**config.mk**
```make
export PLATFORM = sky130hd
export DESIGN_NAME = positional_circular_list_engine
export DESIGN_NICKNAME = d
export VERILOG_FILES = /design/src/rtl/core/pcl_pkg.sv /design/src/rtl/core/positional_circular_list_engine.sv /design/src/rtl/core/pcl_cell.sv
export SDC_FILE = /design/constraint.sdc
export NUM_CORES = 2
export LEC_CHECK = 0
export BUFFER_PORTS_ARGS = -buffer_cell sky130_fd_sc_hd__clkbuf_2
export CAP_MARGIN = 40
export CORE_MARGIN = 5
export CORE_UTILIZATION = 64
export CTS_BUF_LIST = sky130_fd_sc_hd__clkbuf_16
export DETAILED_ROUTE_END_ITERATION = 8
export PLACE_DENSITY_LB_ADDON = 0.1
export RECOVER_POWER = 25
export SLEW_MARGIN = 10
export SYNTH_ARGS = -nofsm -noshare
export SYNTH_HDL_FRONTEND = slang
export SYNTH_HIERARCHICAL = 1
export SYNTH_SLANG_ARGS = --single-unit
export TNS_END_PERCENT = 1
```
**constraint.sdc**
```tcl
create_clock -name i_clk -period 16.3 [get_ports i_clk]
set_input_delay 2.445 -clock i_clk [delete_from_list [all_inputs] [get_ports i_clk]]
set_output_delay 2.445 -clock i_clk [all_outputs]
set_load 0.005 [all_outputs]
```
**src/rtl/core/pcl_pkg.sv**
```systemverilog
// Shared constants, codes and the cell command type of the positional circular list engine.
package pcl_pkg;

    localparam int CAPACITY   = 16;
    localparam int DATA_WIDTH = 32;
    localparam int IDX_W      = (CAPACITY > 1) ? $clog2(CAPACITY) : 1;
    localparam int COUNT_W    = 5;
    localparam int POS_W      = 8;
    localparam int REQ_W      = 2;
    localparam int STATUS_W   = 2;

    localparam logic [REQ_W-1:0] REQ_INSERT  = 2'd0;
    localparam logic [REQ_W-1:0] REQ_REMOVE  = 2'd1;
    localparam logic [REQ_W-1:0] REQ_REVERSE = 2'd2;
    localparam logic [REQ_W-1:0] REQ_DUMP    = 2'd3;

    localparam logic [STATUS_W-1:0] ST_OK      = 2'd0;
    localparam logic [STATUS_W-1:0] ST_BAD_POS = 2'd1;
    localparam logic [STATUS_W-1:0] ST_FULL    = 2'd2;
    localparam logic [STATUS_W-1:0] ST_EMPTY   = 2'd3;

    // cell commands: ROT pulls from the right below j and loads the bus at j,
    // INS pulls from the left above j and loads the bus at j,
    // DEL pulls from the right at and above j
    localparam logic [1:0] CMD_HOLD = 2'd0;
    localparam logic [1:0] CMD_ROT  = 2'd1;
    localparam logic [1:0] CMD_INS  = 2'd2;
    localparam logic [1:0] CMD_DEL  = 2'd3;

    typedef struct packed {
        logic [1:0]            kind;
        logic [IDX_W-1:0]      j;
        logic [DATA_WIDTH-1:0] bus;
    } t_cmd;

endpackage

```
**src/rtl/core/positional_circular_list_engine.sv**
```systemverilog
// Top level of the positional circular list engine: request sequencer and cell chain.
//
// Requests enter on the s_axis channel, results leave on the m_axis channel.
// Request tdata: req_type, position, value_in. Result tdata: status,
// value_out, element_count; tlast marks the final result of a request.
// Values sit in order in a row of 16 cells, head in cell 0.
// Insert and remove do their work in the exec state, which loads the result
// into the output register. Reverse takes count-1 rotate steps and then loads
// its result. Dump rotates the row once per result, one result per cycle
// while the receiver takes them, count results in all (one result with
// status empty on an empty store). A new request is taken once the previous
// one has issued its last result, even while that result still waits in the
// output register.
// Reset clears the state, the count, the step counter and the output valid;
// the cells hold no reset value. When the receiver stalls, the output register
// holds its result and the sequencer waits; reverse steps go on until the final result is due.
module positional_circular_list_engine (
    input  logic        i_clk,
    input  logic        i_rst_n,
    input  logic        i_s_axis_tvalid,
    output logic        o_s_axis_tready,
    input  logic [47:0] i_s_axis_tdata,  // req_type[1:0], position[9:2], value_in[41:10]
    output logic        o_m_axis_tvalid,
    input  logic        i_m_axis_tready,
    output logic [39:0] o_m_axis_tdata,  // status[1:0], value_out[33:2], element_count[38:34]
    output logic        o_m_axis_tlast
);

    localparam int CAP = pcl_pkg::CAPACITY;
    localparam int DW  = pcl_pkg::DATA_WIDTH;
    localparam int IW  = pcl_pkg::IDX_W;
    localparam int CW  = pcl_pkg::COUNT_W;
    localparam int PW  = pcl_pkg::POS_W;

    localparam logic [1:0] S_IDLE = 2'd0;
    localparam logic [1:0] S_EXEC = 2'd1;
    localparam logic [1:0] S_REV  = 2'd2;
    localparam logic [1:0] S_DUMP = 2'd3;

    logic [1:0]                   r_state, n_state;
    logic [pcl_pkg::REQ_W-1:0]    r_req, n_req;
    logic [PW-1:0]                r_pos, n_pos;
    logic [DW-1:0]                r_vin, n_vin;
    logic [CW-1:0]                r_cnt, n_cnt;
    logic [CW-1:0]                r_k, n_k;

    logic                         r_out_valid, n_out_valid;
    logic [pcl_pkg::STATUS_W-1:0] r_out_status, n_out_status;
    logic [DW-1:0]                r_out_value, n_out_value;
    logic [CW-1:0]                r_out_count, n_out_count;
    logic                         r_out_last, n_out_last;

    pcl_pkg::t_cmd                w_cmd;
    logic [DW-1:0]                w_val [CAP];
    logic                         w_out_free;
    logic [PW:0]                  w_pos_x;
    logic [PW:0]                  w_cnt_x;
    logic [CW-1:0]                w_pos_m1;
    logic [CW-1:0]                w_cnt_m1;
    logic [CW-1:0]                w_rev_j;

    assign w_out_free = !r_out_valid || i_m_axis_tready;
    assign w_pos_x    = {1'b0, r_pos};
    assign w_cnt_x    = (PW + 1)'(r_cnt);
    assign w_pos_m1   = CW'(w_pos_x - 1'b1);
    assign w_cnt_m1   = r_cnt - 1'b1;
    assign w_rev_j    = w_cnt_m1 - r_k;

    always_comb begin
        n_state      = r_state;
        n_req        = r_req;
        n_pos        = r_pos;
        n_vin        = r_vin;
        n_cnt        = r_cnt;
        n_k          = r_k;
        n_out_valid  = r_out_valid && !i_m_axis_tready;
        n_out_status = r_out_status;
        n_out_value  = r_out_value;
        n_out_count  = r_out_count;
        n_out_last   = r_out_last;
        w_cmd.kind   = pcl_pkg::CMD_HOLD;
        w_cmd.j      = '0;
        w_cmd.bus    = w_val[0];
        o_s_axis_tready = 1'b0;

        unique case (r_state)
            S_IDLE: begin
                o_s_axis_tready = 1'b1;
                if (i_s_axis_tvalid) begin
                    n_req   = i_s_axis_tdata[1:0];
                    n_pos   = i_s_axis_tdata[9:2];
                    n_vin   = i_s_axis_tdata[41:10];
                    n_state = S_EXEC;
                end
            end
            S_EXEC: begin
                if (w_out_free) begin
                    n_out_valid  = 1'b1;
                    n_out_status = pcl_pkg::ST_OK;
                    n_out_value  = '0;
                    n_out_count  = r_cnt;
                    n_out_last   = 1'b1;
                    n_state      = S_IDLE;
                    unique case (r_req)
                        pcl_pkg::REQ_INSERT: begin
                            if (r_pos == '0 || w_pos_x > w_cnt_x + 1'b1) begin
                                n_out_status = pcl_pkg::ST_BAD_POS;
                            end else if (r_cnt == CW'(CAP)) begin
                                n_out_status = pcl_pkg::ST_FULL;
                            end else begin
                                w_cmd.kind  = pcl_pkg::CMD_INS;
                                w_cmd.j     = w_pos_m1[IW-1:0];
                                w_cmd.bus   = r_vin;
                                n_cnt       = r_cnt + 1'b1;
                                n_out_count = r_cnt + 1'b1;
                            end
                        end
                        pcl_pkg::REQ_REMOVE: begin
                            if (r_pos == '0 || w_pos_x > w_cnt_x) begin
                                n_out_status = pcl_pkg::ST_BAD_POS;
                            end else begin
                                w_cmd.kind  = pcl_pkg::CMD_DEL;
                                w_cmd.j     = w_pos_m1[IW-1:0];
                                n_out_value = w_val[w_pos_m1[IW-1:0]];
                                n_cnt       = w_cnt_m1;
                                n_out_count = w_cnt_m1;
                            end
                        end
                        pcl_pkg::REQ_REVERSE: begin
                            if (r_cnt > CW'(1)) begin
                                n_out_valid = r_out_valid && !i_m_axis_tready;
                                n_k         = '0;
                                n_state     = S_REV;
                            end
                        end
                        pcl_pkg::REQ_DUMP: begin
                            if (r_cnt == '0) begin
                                n_out_status = pcl_pkg::ST_EMPTY;
                            end else begin
                                n_out_valid = r_out_valid && !i_m_axis_tready;
                                n_k         = '0;
                                n_state     = S_DUMP;
                            end
                        end
                        default: begin
                            n_state = S_IDLE;
                        end
                    endcase
                end
            end
            S_REV: begin
                // pop the head and drop it in behind the already reversed part
                if (r_k < w_cnt_m1) begin
                    w_cmd.kind = pcl_pkg::CMD_ROT;
                    w_cmd.j    = w_rev_j[IW-1:0];
                    n_k        = r_k + 1'b1;
                end else if (w_out_free) begin
                    n_out_valid  = 1'b1;
                    n_out_status = pcl_pkg::ST_OK;
                    n_out_value  = '0;
                    n_out_count  = r_cnt;
                    n_out_last   = 1'b1;
                    n_state      = S_IDLE;
                end
            end
            S_DUMP: begin
                if (w_out_free) begin
                    w_cmd.kind   = pcl_pkg::CMD_ROT;
                    w_cmd.j      = w_cnt_m1[IW-1:0];
                    n_out_valid  = 1'b1;
                    n_out_status = pcl_pkg::ST_OK;
                    n_out_value  = w_val[0];
                    n_out_count  = r_cnt;
                    n_out_last   = (r_k == w_cnt_m1);
                    n_k          = r_k + 1'b1;
                    if (r_k == w_cnt_m1) begin
                        n_state = S_IDLE;
                    end
                end
            end
            default: begin
                n_state = S_IDLE;
            end
        endcase
    end

    always_ff @(posedge i_clk) begin
        if (!i_rst_n) begin
            r_state     <= S_IDLE;
            r_cnt       <= '0;
            r_k         <= '0;
            r_out_valid <= 1'b0;
        end else begin
            r_state     <= n_state;
            r_cnt       <= n_cnt;
            r_k         <= n_k;
            r_out_valid <= n_out_valid;
        end
    end

    always_ff @(posedge i_clk) begin
        r_req        <= n_req;
        r_pos        <= n_pos;
        r_vin        <= n_vin;
        r_out_status <= n_out_status;
        r_out_value  <= n_out_value;
        r_out_count  <= n_out_count;
        r_out_last   <= n_out_last;
    end

    for (genvar g = 0; g < CAP; g++) begin : g_cell
        logic [DW-1:0] w_prev;
        logic [DW-1:0] w_next;
        if (g == 0) begin : g_first
            assign w_prev = '0;
        end else begin : g_mid_prev
            assign w_prev = w_val[g-1];
        end
        if (g == CAP - 1) begin : g_last
            assign w_next = '0;
        end else begin : g_mid_next
            assign w_next = w_val[g+1];
        end
        pcl_cell u_cell (
            .i_clk  (i_clk),
            .i_idx  (IW'(g)),
            .i_cmd  (w_cmd),
            .i_prev (w_prev),
            .i_next (w_next),
            .o_val  (w_val[g])
        );
    end

    assign o_m_axis_tvalid = r_out_valid;
    assign o_m_axis_tdata  = {1'b0, r_out_count, r_out_value, r_out_status};
    assign o_m_axis_tlast  = r_out_last;

endmodule

```
**src/rtl/core/pcl_cell.sv**
```systemverilog
// One storage cell of the list chain: holds one value, shifts it to or from its neighbors.
module pcl_cell (
    input  logic                           i_clk,
    input  logic [pcl_pkg::IDX_W-1:0]      i_idx,
    input  pcl_pkg::t_cmd                  i_cmd,
    input  logic [pcl_pkg::DATA_WIDTH-1:0] i_prev,
    input  logic [pcl_pkg::DATA_WIDTH-1:0] i_next,
    output logic [pcl_pkg::DATA_WIDTH-1:0] o_val
);

    logic [pcl_pkg::DATA_WIDTH-1:0] r_val;
    logic [pcl_pkg::DATA_WIDTH-1:0] n_val;

    always_comb begin
        n_val = r_val;
        unique case (i_cmd.kind)
            pcl_pkg::CMD_ROT: begin
                if (i_idx < i_cmd.j) begin
                    n_val = i_next;
                end else if (i_idx == i_cmd.j) begin
                    n_val = i_cmd.bus;
                end
            end
            pcl_pkg::CMD_INS: begin
                if (i_idx > i_cmd.j) begin
                    n_val = i_prev;
                end else if (i_idx == i_cmd.j) begin
                    n_val = i_cmd.bus;
                end
            end
            pcl_pkg::CMD_DEL: begin
                if (i_idx >= i_cmd.j) begin
                    n_val = i_next;
                end
            end
            default: begin
                n_val = r_val;
            end
        endcase
    end

    always_ff @(posedge i_clk) begin
        r_val <= n_val;
    end

    assign o_val = r_val;

endmodule
```
Yosys cells after proc, flatten, opt, wreduce, memory -nomap -nowiden
Cells that the tools add are included.

word-level totals
  register bits = 607
  bits of input ports = 52
  output and inout port bits = 43
  logic and storage cells = 321

operators by class
  $add $sub $neg = 6
  order comparisons = 53
  equal/unequal tests = 52
  multiplexer cells = 146
  bitwise logic cells = 1
  reduce and logical (&&, ||, !) cells = 36

operators with widths
  cell                 number
  $mux 32              74
  $pmux 32 s3          17
  $bmux 32 s4          1
  $mux 38              3
  $mux 5               13
  $reduce_and 2->1     18
  $eq 4x4->1 const A   8
  $ge 4x4->1 const A   8
  $gt 4x4->1 const A   8
  $lt 4x4->1 const A   8
  $ne 2x1->1 const B   16
  $pmux 5 s3           2
  $mux 2               14
  $pmux 5 s2           2
  $pmux 6 s3           1
  $eq 3x4->1 const A   4
  $ge 3x4->1 const A   4
  $gt 3x4->1 const A   4
  $lt 3x4->1 const A   4
  $ne 2x2->1 const B   7
  $eq 2x2->1 const B   6
  $pmux 2 s3           2
  $pmux 6 s2           1
  $add 5x1->5 const B  2
  41 further kinds     67

Depth between registers and ports, before layout
  depth after elaboration = 11
  gate-level depth with buffers = 20
  mapped depth without buffers = 17

By module
Netlist, hierarchy kept.

by module, submodules not included
  module                           times used  cells an instance  area an instance (sq um)  sequential area each (sq um)
  pcl_cell                         16          164                2107.0                    960.9
  positional_circular_list_engine  1           767                9161.3                    2722.6

Worst setup path after synthesis
Ideal clock, no wire load.

  path type = input to register
  start = in i_m_axis_tready
  end = reg g_cell[0].u_cell.r_val (netlist bit g_cell[0].u_cell/o_val[0]) (enable)
  library setup time = 0.937 ns
  arrival = 11.363 ns
  data required time = 15.363 ns
  path slack = 4.000 ns
  stages = 4
  buffers on the path = 0
  path through = nand2b_2 nand3_1 o21ai_0 a21oi_1

RTL lines
  element                 RTL line                               RTL
  start: declaration      positional_circular_list_engine.sv:24  input logic i_m_axis_tready,
  end signal: assignment  pcl_cell.sv:43                         r_val <= n_val;
  end: declaration        pcl_cell.sv:11                         logic [pcl_pkg::DATA_WIDTH-1:0] r_val;

==> results.tsv <==
stage	metric	value	unit
run_status	status	finished, violations left	
run_status	failing checks	max-capacitance violations, max-slew violations	
clocking	total CTS buffers	71	
detailed_routing	First-pass DRT Iterations	6	
die	I/O pin cnt	95	
placement	placed wire-length estimate	85.00	mm
critical_path	RR Startpoint	r_cnt[0]	
synthesis	Syn Inst Count	3391	
synthesis	Main synth FF type	edfxtp_1	
sta	Setup Skew	28.92	ps
critical_path	Critical-path top delay cell	clkbuf_1	
synthesis	Yosys top cell by area	edfxtp_1	
final_layout	final core utilization	0.7059	
worst_hold_path	hold depth	1	
sta	count of final setup violators	0	
final_layout	synthesis-to-layout area growth	8.822	%
clocking	worst-skew pair later-pin latency	630	ps
synthesis	fraction of the mapped netlist area in simple logic gates	0.1255	
critical_path	Setup CP Type	input pin to flop	
synthesis	Yosys top cell area share	0.4160	
sta	Period minus WS final	10600	ps
critical_path	Crit path top cell by count	clkbuf_1	
synthesis	Synth Area in Adders	0.02615	
final_layout	share of layout cells above drive strength 1	0.2833	
sta	RSZ-0062 raised after global routing	false	
power_and_ir_drop	Peak supply drop	96.12	uV
synthesis	post-synthesis mux area share	0.2130	
sta	Worst Tran Pin Value	3263	ps
synthesis	xor/xnor share of the synthesized area	0.003473	
final_layout	design area	46660	um2
global_route	Total GRT Usage	0.3500	
critical_path	worst-path maximum fanout	33	
critical_path	Crit path largest cell delay	2310	ps
critical_path	startpoint types	input pin	
critical_path	WP data required	16260	ps
die	Die ar.	72270	um2
critical_path	worst path bufs/invs	5	
die	Starting Density	0.6486	
global_route	grt total ovfl	0	
sta	Fin Setup TNS	0	ps
global_route	first-pass GRT wire length	197.4	mm
sta	final hold vios	0	
synthesis	Syn. warnings	6	
clocking	CTS tree	built	
synthesis	Post-synth EDFFs	594	
run	MaxCap Viol Count	12	
final_layout	diodes inserted	0	
worst_hold_path	hold crit path type	flop to flop	
clocking	post-CTS setup buffers	0	
critical_path	CP Launch Point	i_m_axis_tready	
clocking	CTS HTree Levels	3	
detailed_routing	Avg WL per Cell	29.27	um
synthesis	Yosys reg bits	607	
clocking	Post-CTS Hold Buffers	0	
critical_path	CP cell instances	clkbuf_1 -> nand2b_1 -> nand2_1 -> nor3_1 -> nor3b_1 -> clkbuf_1 -> a31oi_1 -> o221ai_1 -> clkbuf_1 -> inv_1 -> ha_1 -> nor2b_1 -> o211ai_1 -> nand2_1 -> nor2_1 -> a21oi_4 -> clkbuf_1	
synthesis	Post-synth ARST share	0	
detailed_routing	Routed WL	129.2	mm
detailed_routing	drt first-iter violations	4335	
synthesis	top post-synthesis cells by area	edfxtp_1 42%, mux2_2 14%, a221o_1 12%	
critical_path	CP arrival	10560	ps
clocking	CTS max path bufs	3	
critical_path	crit end category	flop	
critical_path	r2r setup slk	6270	ps
detailed_routing	# DRC	0	
sta	fin crit share	0.6504	
detailed_routing	vias per cell	7.337	
synthesis	Synth Area in Compound Gates	0.1652	
worst_hold_path	Hold Path Origin	r_k[4]	
die	Site Rows	94	
placement	IO Port Bufs	87	
final_layout	Final #Nets	3634	
worst_hold_path	Hold Path Sink	r_k[4]	
placement	dpl cell area	44570	um2
synthesis	Synth Cell Area	42870	um2
clocking	clk slew on worst S/H paths	60	ps
placement	Final GP Congestion	0.8755	
global_route	pin count of the biggest net entering global routing	94	
global_route	initial antenna violation count	3	
detailed_routing	antenna viol nets, final	0	
synthesis	average size of a mapped cell	12.64	um2
final_layout	filler instances	4651	
clocking	clk sinks	607	
power_and_ir_drop	P_leak	16.50	nW
clocking	post-CTS resize count	0	
power_and_ir_drop	Pwr Total	4.628	mW
synthesis	post-synthesis cell type count	74	
sta	Slew HR	-1.176	
sta	Max Freq	94.32	MHz
critical_path	RR Endpoint	g_cell[0].u_cell/o_val[23]	
clocking	Root Buffer	clkbuf_16	
sta	final hold slack	533.1	ps
critical_path	crit-path leading delay family	buffers and inverters	
sta	Max Slew Vio Count	384	
die	core area	66100	um2
critical_path	Reg2Reg Depth	19	
global_route	vias in the first global route	32220	
power_and_ir_drop	Power per Cell Area	99.19	nW/um2
detailed_routing	vias	32370	
die	Die Wd	268.8	um
die	die span in y	268.8	um
synthesis	largest family of logic cells by synthesized area	multiplexers	
synthesis	sequential-to-total area share from yosys stat	0.4221	
[routing by layer]
metal,part of all wire,GRT usage,wire length (um),vias to the layer above
met1,0.39,0.4783,50540,16260
met4,0.035,0.1255,4484,2
met2,0.46,0.5556,59600,2011
met5,0.00010,0,13,-
met3,0.11,0.08094,14520,337
li1,-,-,-,13760
[layout make-up]
| type | instances | area (um2) | area share |
|---|---|---|---|
| tap | 864 | 1081 | 0.02317 |
| multi-input combinational | 2549 | 23640 | 0.5068 |
| timing repair buffer | 164 | 1205 | 0.02583 |
| clock buffer | 73 | 1827 | 0.03915 |
| clock inverter | 55 | 425.4 | 0.009118 |
| inverter | 100 | 376.6 | 0.008072 |
| sequential | 607 | 18100 | 0.3879 |
[metrics by stage]
step                cells  setup slack [ps]
CTS                  4411              9323
detailed placement   4283              8702
floorplan            3518              4000
global placement     4262              8243
finish               4412              5698
global route         4412              5090
[power breakdown]
part	switching [mW]	internal, mW	total (mW)
logic	0.617	0.473	1.09
registers	0.0869	1.87	1.96
clock network	0.683	0.896	1.58
total	1.39	3.24	4.63
[kinds of logic (layout without fill, tap and decap cells)]
kind of cell | after synthesis | in the layout
other | 2 | 129
and+or+nand+nor | 895 | 895
adders and majority gates | 89 | 89
xor gates and xnor gates | 17 | 17
DFF | 607 | 607
buffers and inverters | 362 | 392
muxes | 673 | 673
AOI/OAI and AO/OA | 746 | 746
[layout by cell type (no fill, tap or decap), drive strengths merged, types with 33 or more instances in the layout]
cell type    n
ha          88
a21oi       40
edfxtp     594
nand2      194
conb       129
nor2        49
a32o        33
buf         67
o21ai       41
mux4       128
and2       515
mux2       544
nand3       41
a221o      512
clkbuf     170
inv        118
[state kept, by name, summed over array words and instances (netlist names)]
name and cells:
g_cell.u_cell/o_val 512, r_out_value 32, r_vin 32, r_pos 8, r_cnt 5, r_k 5
r_out_count 5, r_out_status 2, r_req 2, r_state 2, o_m_axis_tlast 1, o_m_axis_tvalid 1
[worst max path at each step]
stage,end,slack (ps),cells after the start
detailed placement,g_cell[14].u_cell/o_val[13],8700,16
finish,g_cell[12].u_cell/o_val[12],5700,17
global placement,g_cell[12].u_cell/o_val[26],8240,15
CTS,g_cell[9].u_cell/o_val[24],9320,16
floorplan,g_cell[0].u_cell/o_val[0],4000,4
global route,g_cell[0].u_cell/o_val[21],5090,16
[Yosys cell counts (all sizes together) (49+ instances only)]
cell and count:
nand2 194, mux4 128, nor2 49, ha 88
edfxtp 594, clkbuf 87, inv 100, a221o 512
buf 175, and2 515, mux2 544
Power figures use the tool's default switching activity.
